**src/afr_pkg.sv**
```systemverilog
// Shared types and constants for the AX.25 fragment reassembler.
`timescale 1ns / 1ps
package afr_pkg;

    localparam int FRAG_BYTES   = 250;
    localparam int BUF_BYTES    = 2048;
    localparam int HEADER_BYTES = 18;

    localparam int POS_W   = 12;
    localparam int ADDR_W  = 11;
    localparam int LEN_W   = 12;
    localparam int CALC_W  = 13;
    localparam int CALL_W  = 48;
    localparam int SSID_W  = 4;
    localparam int QUEUE_DEPTH = 4;

    localparam logic [POS_W-1:0] POS_MAX      = 12'd4095;
    localparam logic [POS_W-1:0] POS_CALL_END = 12'd6;
    localparam logic [POS_W-1:0] POS_SSID     = 12'd6;
    localparam logic [POS_W-1:0] POS_CONTROL  = 12'd16;
    localparam logic [POS_W-1:0] POS_FRAG     = 12'd17;
    localparam logic [POS_W-1:0] POS_PAYLOAD  = POS_W'(HEADER_BYTES);

    localparam logic [7:0] CHAR_SPACE = 8'h20;
    localparam logic [7:0] CHAR_NUL   = 8'h00;
    localparam logic [7:0] CONTROL_UI = 8'h01;

    localparam logic [0:0] CFG_DEST_CALLSIGN = 1'b0;
    localparam logic [0:0] CFG_DEST_SSID     = 1'b1;

    localparam logic [CALL_W-1:0] CALLSIGN_RESET = 48'h202020202020;

    localparam logic KIND_WRITE    = 1'b0;
    localparam logic KIND_COMPLETE = 1'b1;

    typedef struct packed {
        logic              have_write;
        logic [ADDR_W-1:0] addr;
        logic [7:0]        data;
        logic              done;
        logic [LEN_W-1:0]  total;
    } t_entry;

endpackage

```
**src/afr_front.sv**
```systemverilog
// Front end: header decode, address filter and per-byte result classification.
`timescale 1ns / 1ps
module afr_front
    import afr_pkg::*;
(
    input  logic              i_clk,
    input  logic              i_rst_n,
    input  logic              i_cfg_write,
    input  logic [0:0]        i_cfg_index,
    input  logic [CALL_W-1:0] i_cfg_data,
    input  logic              i_accept,
    input  logic [7:0]        i_frame_byte,
    input  logic              i_frame_last,
    output logic              o_push,
    output t_entry            o_entry
);

    logic [CALL_W-1:0] r_dest_callsign;
    logic [SSID_W-1:0] r_dest_ssid;

    logic [POS_W-1:0] r_pos, n_pos;
    logic             r_match, n_match;
    logic             r_accepted, n_accepted;
    logic             r_cs_ended, n_cs_ended;
    logic             r_eop, n_eop;
    logic [2:0]       r_frag, n_frag;

    logic [7:0]        w_cfg_char [8];
    logic [7:0]        w_cfg_end;
    logic [7:0]        w_c;
    logic [2:0]        w_sel;
    logic              w_have_write;
    logic              w_done;
    logic [CALC_W-1:0] w_addr_full;
    logic [CALC_W-1:0] w_total_full;
    logic [LEN_W-1:0]  w_total;

    always_comb begin
        logic prev;
        prev = 1'b0;
        w_cfg_char[6] = '0;
        w_cfg_char[7] = '0;
        w_cfg_end[7:6] = '0;
        for (int k = 0; k < 6; k++) begin
            w_cfg_char[k] = r_dest_callsign[8*(5-k) +: 8];
            w_cfg_end[k]  = prev | (w_cfg_char[k] == CHAR_SPACE) | (w_cfg_char[k] == CHAR_NUL);
            prev          = w_cfg_end[k];
        end
    end

    assign w_c   = {1'b0, i_frame_byte[7:1]};
    assign w_sel = r_pos[2:0];

    always_comb begin
        n_pos        = r_pos;
        n_match      = r_match;
        n_accepted   = r_accepted;
        n_cs_ended   = r_cs_ended;
        n_eop        = r_eop;
        n_frag       = r_frag;
        w_have_write = 1'b0;
        w_addr_full  = CALC_W'({10'd0, r_frag}) * CALC_W'(FRAG_BYTES)
                     + CALC_W'(r_pos - POS_PAYLOAD);

        if (r_pos < POS_CALL_END) begin
            n_cs_ended = r_cs_ended | (w_c == CHAR_SPACE) | (w_c == CHAR_NUL);
            if (w_cfg_end[w_sel] != n_cs_ended) begin
                n_match = 1'b0;
            end else if (!w_cfg_end[w_sel] && (w_c != w_cfg_char[w_sel])) begin
                n_match = 1'b0;
            end
        end else if (r_pos == POS_SSID) begin
            if (i_frame_byte[4:1] != r_dest_ssid) begin
                n_match = 1'b0;
            end
        end else if (r_pos == POS_CONTROL) begin
            if (i_frame_byte != CONTROL_UI) begin
                n_match = 1'b0;
            end
        end else if (r_pos == POS_FRAG) begin
            n_accepted = r_match;
            n_eop      = i_frame_byte[7];
            n_frag     = i_frame_byte[2:0];
        end else if ((r_pos >= POS_PAYLOAD) && r_accepted && (r_pos < POS_MAX)) begin
            w_have_write = (w_addr_full < CALC_W'(BUF_BYTES));
        end

        w_done       = i_frame_last && n_accepted && n_eop && (r_pos >= POS_FRAG);
        w_total_full = CALC_W'({10'd0, n_frag}) * CALC_W'(FRAG_BYTES)
                     + CALC_W'(r_pos - POS_FRAG);
        if (w_total_full > CALC_W'(BUF_BYTES)) begin
            w_total = LEN_W'(BUF_BYTES);
        end else begin
            w_total = w_total_full[LEN_W-1:0];
        end

        if (i_frame_last) begin
            n_pos      = '0;
            n_match    = 1'b1;
            n_accepted = 1'b0;
            n_cs_ended = 1'b0;
            n_eop      = 1'b0;
            n_frag     = '0;
        end else if (r_pos < POS_MAX) begin
            n_pos = r_pos + 1'b1;
        end
    end

    assign o_push           = i_accept && (w_have_write || w_done);
    assign o_entry.have_write = w_have_write;
    assign o_entry.addr     = w_addr_full[ADDR_W-1:0];
    assign o_entry.data     = i_frame_byte;
    assign o_entry.done     = w_done;
    assign o_entry.total    = w_total;

    always_ff @(posedge i_clk) begin
        if (!i_rst_n) begin
            r_dest_callsign <= CALLSIGN_RESET;
            r_dest_ssid     <= '0;
            r_pos           <= '0;
            r_match         <= 1'b1;
            r_accepted      <= 1'b0;
            r_cs_ended      <= 1'b0;
            r_eop           <= 1'b0;
            r_frag          <= '0;
        end else begin
            if (i_cfg_write) begin
                unique case (i_cfg_index)
                    CFG_DEST_CALLSIGN: r_dest_callsign <= i_cfg_data;
                    CFG_DEST_SSID:     r_dest_ssid     <= i_cfg_data[SSID_W-1:0];
                    default:           r_dest_ssid     <= r_dest_ssid;
                endcase
            end
            if (i_accept) begin
                r_pos      <= n_pos;
                r_match    <= n_match;
                r_accepted <= n_accepted;
                r_cs_ended <= n_cs_ended;
                r_eop      <= n_eop;
                r_frag     <= n_frag;
            end
        end
    end

endmodule

```
**src/afr_queue.sv**
```systemverilog
// Short FIFO of classified entries between the front and back ends.
`timescale 1ns / 1ps
module afr_queue
    import afr_pkg::*;
(
    input  logic   i_clk,
    input  logic   i_rst_n,
    input  logic   i_push,
    input  t_entry i_entry,
    output logic   o_full,
    input  logic   i_pop,
    output logic   o_head_valid,
    output t_entry o_head
);

    localparam int PTR_W = $clog2(QUEUE_DEPTH);

    t_entry           r_mem [QUEUE_DEPTH];
    logic [PTR_W-1:0] r_wr_ptr;
    logic [PTR_W-1:0] r_rd_ptr;
    logic [PTR_W:0]   r_count;

    logic w_push;
    logic w_pop;

    assign o_full       = (r_count == (PTR_W+1)'(QUEUE_DEPTH));
    assign o_head_valid = (r_count != '0);
    assign o_head       = r_mem[r_rd_ptr];
    assign w_push       = i_push && !o_full;
    assign w_pop        = i_pop && o_head_valid;

    always_ff @(posedge i_clk) begin
        if (w_push) begin
            r_mem[r_wr_ptr] <= i_entry;
        end
    end

    always_ff @(posedge i_clk) begin
        if (!i_rst_n) begin
            r_wr_ptr <= '0;
            r_rd_ptr <= '0;
            r_count  <= '0;
        end else begin
            if (w_push) begin
                r_wr_ptr <= r_wr_ptr + 1'b1;
            end
            if (w_pop) begin
                r_rd_ptr <= r_rd_ptr + 1'b1;
            end
            case ({w_push, w_pop})
                2'b10:   r_count <= r_count + 1'b1;
                2'b01:   r_count <= r_count - 1'b1;
                default: r_count <= r_count;
            endcase
        end
    end

endmodule

```
**src/afr_back.sv**
```systemverilog
// Back end: expand queue entries into results behind an output register.
`timescale 1ns / 1ps
module afr_back
    import afr_pkg::*;
(
    input  logic              i_clk,
    input  logic              i_rst_n,
    input  logic              i_head_valid,
    input  t_entry            i_head,
    output logic              o_pop,
    output logic              o_out_valid,
    input  logic              i_out_ready,
    output logic              o_result_kind,
    output logic [ADDR_W-1:0] o_write_address,
    output logic [7:0]        o_write_data,
    output logic [LEN_W-1:0]  o_packet_length,
    output logic              o_result_last
);

    logic r_valid;
    logic r_phase;
    logic r_kind;
    logic [ADDR_W-1:0] r_addr;
    logic [7:0]        r_data;
    logic [LEN_W-1:0]  r_len;
    logic              r_last;

    logic w_load;
    logic w_emit_write;
    logic w_split;

    assign w_load       = i_head_valid && (!r_valid || i_out_ready);
    assign w_emit_write = i_head.have_write && !r_phase;
    assign w_split      = w_emit_write && i_head.done;
    assign o_pop        = w_load && !w_split;

    always_ff @(posedge i_clk) begin
        if (w_load) begin
            if (w_emit_write) begin
                r_kind <= KIND_WRITE;
                r_addr <= i_head.addr;
                r_data <= i_head.data;
                r_len  <= '0;
                r_last <= !i_head.done;
            end else begin
                r_kind <= KIND_COMPLETE;
                r_addr <= '0;
                r_data <= '0;
                r_len  <= i_head.total;
                r_last <= 1'b1;
            end
        end
    end

    always_ff @(posedge i_clk) begin
        if (!i_rst_n) begin
            r_valid <= 1'b0;
            r_phase <= 1'b0;
        end else begin
            if (w_load) begin
                r_valid <= 1'b1;
                r_phase <= w_split;
            end else if (i_out_ready) begin
                r_valid <= 1'b0;
            end
        end
    end

    assign o_out_valid     = r_valid;
    assign o_result_kind   = r_kind;
    assign o_write_address = r_addr;
    assign o_write_data    = r_data;
    assign o_packet_length = r_len;
    assign o_result_last   = r_last;

endmodule

```
**src/ax25_fragment_reassembler_top.sv**
```systemverilog
// Top level of the AX.25 address filter and fragment reassembler.
// Throughput: one frame byte per cycle while the queue is not full; a byte that
// ends a packet with a write yields two results, a write and then a completion.
// Each result is registered in the queue and then in the output register, which
// holds it while the output stalls. A four-entry queue decouples byte intake from result delivery.
// Reset: synchronous, clears frame state, queue and output; the callsign
// register returns to six spaces and the SSID register to zero.
`timescale 1ns / 1ps
module ax25_fragment_reassembler_top
    import afr_pkg::*;
(
    input  logic              i_clk,
    input  logic              i_rst_n,
    input  logic              i_cfg_valid,
    output logic              o_cfg_ready,
    input  logic [0:0]        i_cfg_index,
    input  logic [CALL_W-1:0] i_cfg_data,
    input  logic              i_in_valid,
    output logic              o_in_ready,
    input  logic [7:0]        i_frame_byte,
    input  logic              i_frame_last,
    output logic              o_out_valid,
    input  logic              i_out_ready,
    output logic              o_result_kind,
    output logic [ADDR_W-1:0] o_write_address,
    output logic [7:0]        o_write_data,
    output logic [LEN_W-1:0]  o_packet_length,
    output logic              o_result_last
);

    logic   w_accept;
    logic   w_push;
    t_entry w_entry;
    logic   w_full;
    logic   w_pop;
    logic   w_head_valid;
    t_entry w_head;

    assign o_cfg_ready = 1'b1;
    assign o_in_ready  = !w_full;
    assign w_accept    = i_in_valid && o_in_ready;

    afr_front u_front (
        .i_clk        (i_clk),
        .i_rst_n      (i_rst_n),
        .i_cfg_write  (i_cfg_valid && o_cfg_ready),
        .i_cfg_index  (i_cfg_index),
        .i_cfg_data   (i_cfg_data),
        .i_accept     (w_accept),
        .i_frame_byte (i_frame_byte),
        .i_frame_last (i_frame_last),
        .o_push       (w_push),
        .o_entry      (w_entry)
    );

    afr_queue u_queue (
        .i_clk        (i_clk),
        .i_rst_n      (i_rst_n),
        .i_push       (w_push),
        .i_entry      (w_entry),
        .o_full       (w_full),
        .i_pop        (w_pop),
        .o_head_valid (w_head_valid),
        .o_head       (w_head)
    );

    afr_back u_back (
        .i_clk           (i_clk),
        .i_rst_n         (i_rst_n),
        .i_head_valid    (w_head_valid),
        .i_head          (w_head),
        .o_pop           (w_pop),
        .o_out_valid     (o_out_valid),
        .i_out_ready     (i_out_ready),
        .o_result_kind   (o_result_kind),
        .o_write_address (o_write_address),
        .o_write_data    (o_write_data),
        .o_packet_length (o_packet_length),
        .o_result_last   (o_result_last)
    );

endmodule

```
**config.mk**
```make
export PLATFORM = sky130hd
export DESIGN_NAME = ax25_fragment_reassembler_top
export DESIGN_NICKNAME = d
export VERILOG_FILES = /design/src/afr_pkg.sv /design/src/afr_front.sv /design/src/afr_queue.sv /design/src/afr_back.sv /design/src/ax25_fragment_reassembler_top.sv
export SDC_FILE = /design/constraint.sdc
export NUM_CORES = 1
export LEC_CHECK = 0
export ABC_CLOCK_PERIOD_IN_PS = 11100
export BUFFER_PORTS_ARGS = -buffer_cell sky130_fd_sc_hd__buf_2
export CORE_MARGIN = 2
export CORE_UTILIZATION = 35
export DETAILED_ROUTE_END_ITERATION = 10
export PLACE_DENSITY = 0.61
export SLEW_MARGIN = 15
export SYNTH_ARGS = -nofsm -noshare
export SYNTH_HDL_FRONTEND = slang
export SYNTH_SLANG_ARGS = --single-unit
export TNS_END_PERCENT = 100
```
**constraint.sdc**
```tcl
create_clock -name i_clk -period 11.1 [get_ports i_clk]
set_input_delay 2.22 -clock i_clk [delete_from_list [all_inputs] [get_ports i_clk]]
set_output_delay 2.22 -clock i_clk [all_outputs]
set_load 0.02 [all_outputs]
```
==> flow_summary.toml <==
[global_routing]
overflow = 0
grt_max_degree = 74
grt_usage_pct = 13.9
grt_pass1_vias = 7706
antenna_found_initial = 1
grt_pass1_wl_um = 40600

[worst_setup_path]
critPathCapture = "u_queue.r_mem[1][7]$_DFFE_PP_"
path_common_cell = "inv_1"
start_kind = "flip-flop"
worst_r2r_path_depth = 18
cp_data_arrival_time_ps = 7220
ff2ff_setup_slack_ps = 4090
cp_slowest_cell = "dfxtp_1"
r2r_end = "u_queue.r_mem[1][7]$_DFFE_PP_"
regToRegStartpoint = "u_front.r_pos[1]$_SDFFE_PN0P_"
slowest_delay_ps = 830
crit_fanout = 20
required_ps = 11300
crit_type = "reg2reg"
crit_chain = "inv_1 > ha_1 > or3_1 > mux2i_1 > inv_1 > fa_1 > fa_1 > inv_1 > ha_1 > inv_1 > ha_1 > and3_1 > a2111oi_4 > a211oi_1 > o21ai_0 > mux2_2 > nor2_1 > nor3_1"
end_kind = "flip-flop"
cp-startpoint = "u_front.r_pos[1]$_SDFFE_PN0P_"

[floorplan]
die_h_um = 191
dieArea_um2 = 36600
rows = 68
initial_core_util_pct = 35.6
core_area_um2 = 34500
die_w_um = 191
io_pins = 99

[clock_network]
postCtsResizedCells = 0
numCtsBuffers = 26
insertion_delay_ps = 530
path_clk_slew_ps = 60
cts_setup_buffers = 0
clk_path_buf_depth = 3
cts.sinks = 247
postCtsHoldBufs = 0
h-tree-depth = 1
cts_root_buffer = "clkbuf_16"
cts_tree = "built"

[logic_synthesis]
yosys_register_bits = 247
ys_warn_count = 0
synth_seq_area_share_pct = 53.7
synth.cell_area_um2 = 12300
avgSynthCellArea_um2 = 12.0
postSynthCellCount = 1021
synth_edf_count = 165
synth.net_count = 1161
synthArstFlopShare_pct = 0
yosys.cell_types.count = 70
synthFlopType = "edfxtp_1"

[finish]
utilization_pct = 40.9
num_antenna_cells = 0
fin_nets = 1251
synthToLayoutAreaGrowth_pct = 14.9
drive_above_1_share_pct = 19.2
postLayoutCellArea_um2 = 14100
final_cells = 1586

[power_and_ir_drop]
p_comb_share_pct = 3.7
pwr-share-seq_pct = 50.8
leakage_nw = 5.28
pwr-share-clk_pct = 45.5
total_power_mw = 1.95
p_sw_share_pct = 20.9
ir_worst_vdd_v = 0.000106
power_density_nw_per_um2 = 138
p_switching_mw = 0.407
p_int_mw = 1.54

[sta]
fin_crit_ps = 7010
finClkSkew_ps = 24.4
max_freq_ghz = 0.143
post-route-period-util_pct = 63.2
finalWorstSetupSlack_ps = 4090
tns_ps = 0
holdWs_ps = 468
rsz0062_at_grt = "false"
relSlewSlack_pct = 35.5
setup_viol = 0
worstMarginPinSlew_ps = 964
hold_viol_final = 0
drv_slew = 0

[run]
drv_cap = 0

[drt]
vias_per_cell = 4.92
drc = 0
vias = 7803
firstDrtPassIters = 5
drt_wl_total_um = 25300
route.antenna.remaining_nets = 0
routedWlPerCell_um = 16.0
first_iter_violations = 505

[placement]
dpl_cell_area_um2 = 13200
dp_slack_ps = 3750
place.port_buffers = 97
dp_cells = 1538
dp_hpwl_um = 17600
place.gp.congestion = 0.803

[run_status]
status = "finished, final reports clean"

[min_path]
hp-class = "reg2reg"
-- how the worst min path moves through the flow --
stage	startpoint	end	slack, ps	cells past startpoint
4_1_cts	u_front.r_dest_callsign[29]$_SDFFE_PN1P_	u_front.r_dest_callsign[29]$_SDFFE_PN1P_	470	2
6_report	u_front.r_dest_callsign[29]$_SDFFE_PN1P_	u_front.r_dest_callsign[29]$_SDFFE_PN1P_	470	2
2_1_floorplan	u_front.r_cs_ended$_SDFFE_PN0P_	u_front.r_cs_ended$_SDFFE_PN0P_	430	2
3_3_place_gp	u_front.r_cs_ended$_SDFFE_PN0P_	u_front.r_cs_ended$_SDFFE_PN0P_	450	2
5_1_grt	u_front.r_dest_callsign[5]$_SDFFE_PN1P_	u_front.r_dest_callsign[5]$_SDFFE_PN1P_	490	2
3_5_place_dp	u_front.r_dest_callsign[29]$_SDFFE_PN1P_	u_front.r_dest_callsign[29]$_SDFFE_PN1P_	460	2
-- power by group through the flow --
stage,sequential [mW],combinational [mW],clock [mW]
finish,0.990,0.0730,0.886
global route,0.990,0.0818,0.946
CTS,0.989,0.0740,0.910
detailed placement,1.01,0.0737,0
global placement,1.01,0.0731,0
floorplan,1.01,0.0467,0
-- kinds of logic (layout without fill, tap and decap cells) --
group / after synthesis / after routing / share of synthesized area, %
AND/OR/NAND/NOR: 315 / 315 / 12.7
XOR/XNOR: 42 / 42 / 2.99
buffers and inverters: 128 / 238 / 4.34
AO/OA/AOI/OAI: 152 / 152 / 8.83
multiplexers: 58 / 58 / 8.97
other: 1 / 1 / 0.0305
adder cells (fa/ha/maj): 78 / 78 / 8.53
flip-flops: 247 / 247 / 53.7
-- layout make-up --
cell class | instances | area [um^2]
fill | 3318 | 20400
sequential | 247 | 6600
multi-input combinational | 646 | 5190
clock buffer | 37 | 767
timing repair buffer | 109 | 576
tap | 455 | 569
inverter | 81 | 304
clock inverter | 11 | 118
-- sequential cells by signal, indices dropped and copies added (netlist names), named ones only --
name,cells
u_front.r_frag,3
u_back.o_write_address,11
u_queue.r_mem,132
u_front.r_cs_ended,1
u_back.r_phase,1
u_queue.r_rd_ptr,2
u_front.r_pos,12
u_queue.r_count,3
u_back.o_out_valid,1
u_front.r_accepted,1
u_queue.r_wr_ptr,2
u_back.o_result_last,1
u_front.r_dest_callsign,48
u_front.r_eop,1
u_front.r_dest_ssid,4
u_back.o_result_kind,1
u_front.r_match,1
u_back.o_packet_length,12
u_back.o_write_data,8
-- cell usage after synthesis (25+ instances only) --
master	number	area [um^2]
a21boi_0	50	375
xnor2_1	25	219
inv_1	81	304
mux4_2	41	923
dfxtp_1	82	1640
clkbuf_1	31	116
nor2b_1	31	194
ha_1	67	838
a21oi_1	25	125
edfxtp_1	165	4950
nor2_1	37	139
nand2_1	137	514
-- per-layer routing --
layer | GRT usage, % | share of wire (%) | up-vias
met2 | 22.5 | 47 | 157
met1 | 19.5 | 47 | 3773
li1 | - | - | 3835
met4 | 3.43 | 1.8 | 2
met5 | 0 | 0.063 | -
met3 | 2.09 | 4.8 | 36
-- placed cells by master (no fill, tap or decap), types with 4 or more instances in the layout --
cell / count
a211oi_1: 8
a21boi_0: 50
a21o_1: 8
a21oi_1: 24
a22oi_1: 5
a31oi_1: 6
and2_1: 21
buf_2: 97
buf_4: 12
clkbuf_1: 4
clkbuf_16: 28
dfxtp_1: 81
edfxtp_1: 165
fa_1: 10
ha_1: 67
inv_1: 81
mux2i_1: 13
mux4_2: 41
nand2_1: 137
nand2b_1: 5
nand3_1: 23
nand4_1: 6
nor2_1: 33
nor2_2: 4
nor2b_1: 30
nor3_1: 16
nor4_1: 10
o21a_1: 4
o21ai_0: 20
o21bai_1: 4
or2_2: 4
or4_1: 4
xnor2_1: 25
xor2_1: 17
-- worst max-delay path, delay by kind of cell, from the launching register on --
kind / cells / cell delay [ps]
AO/OA/AOI/OAI: 3 / 790
adder cells (fa/ha/maj): 5 / 2110
buffers and inverters: 4 / 590
flip-flops: 1 / 830
multiplexers: 2 / 740
AND/OR/NAND/NOR: 4 / 1600
(Power assumes the default switching activity.)
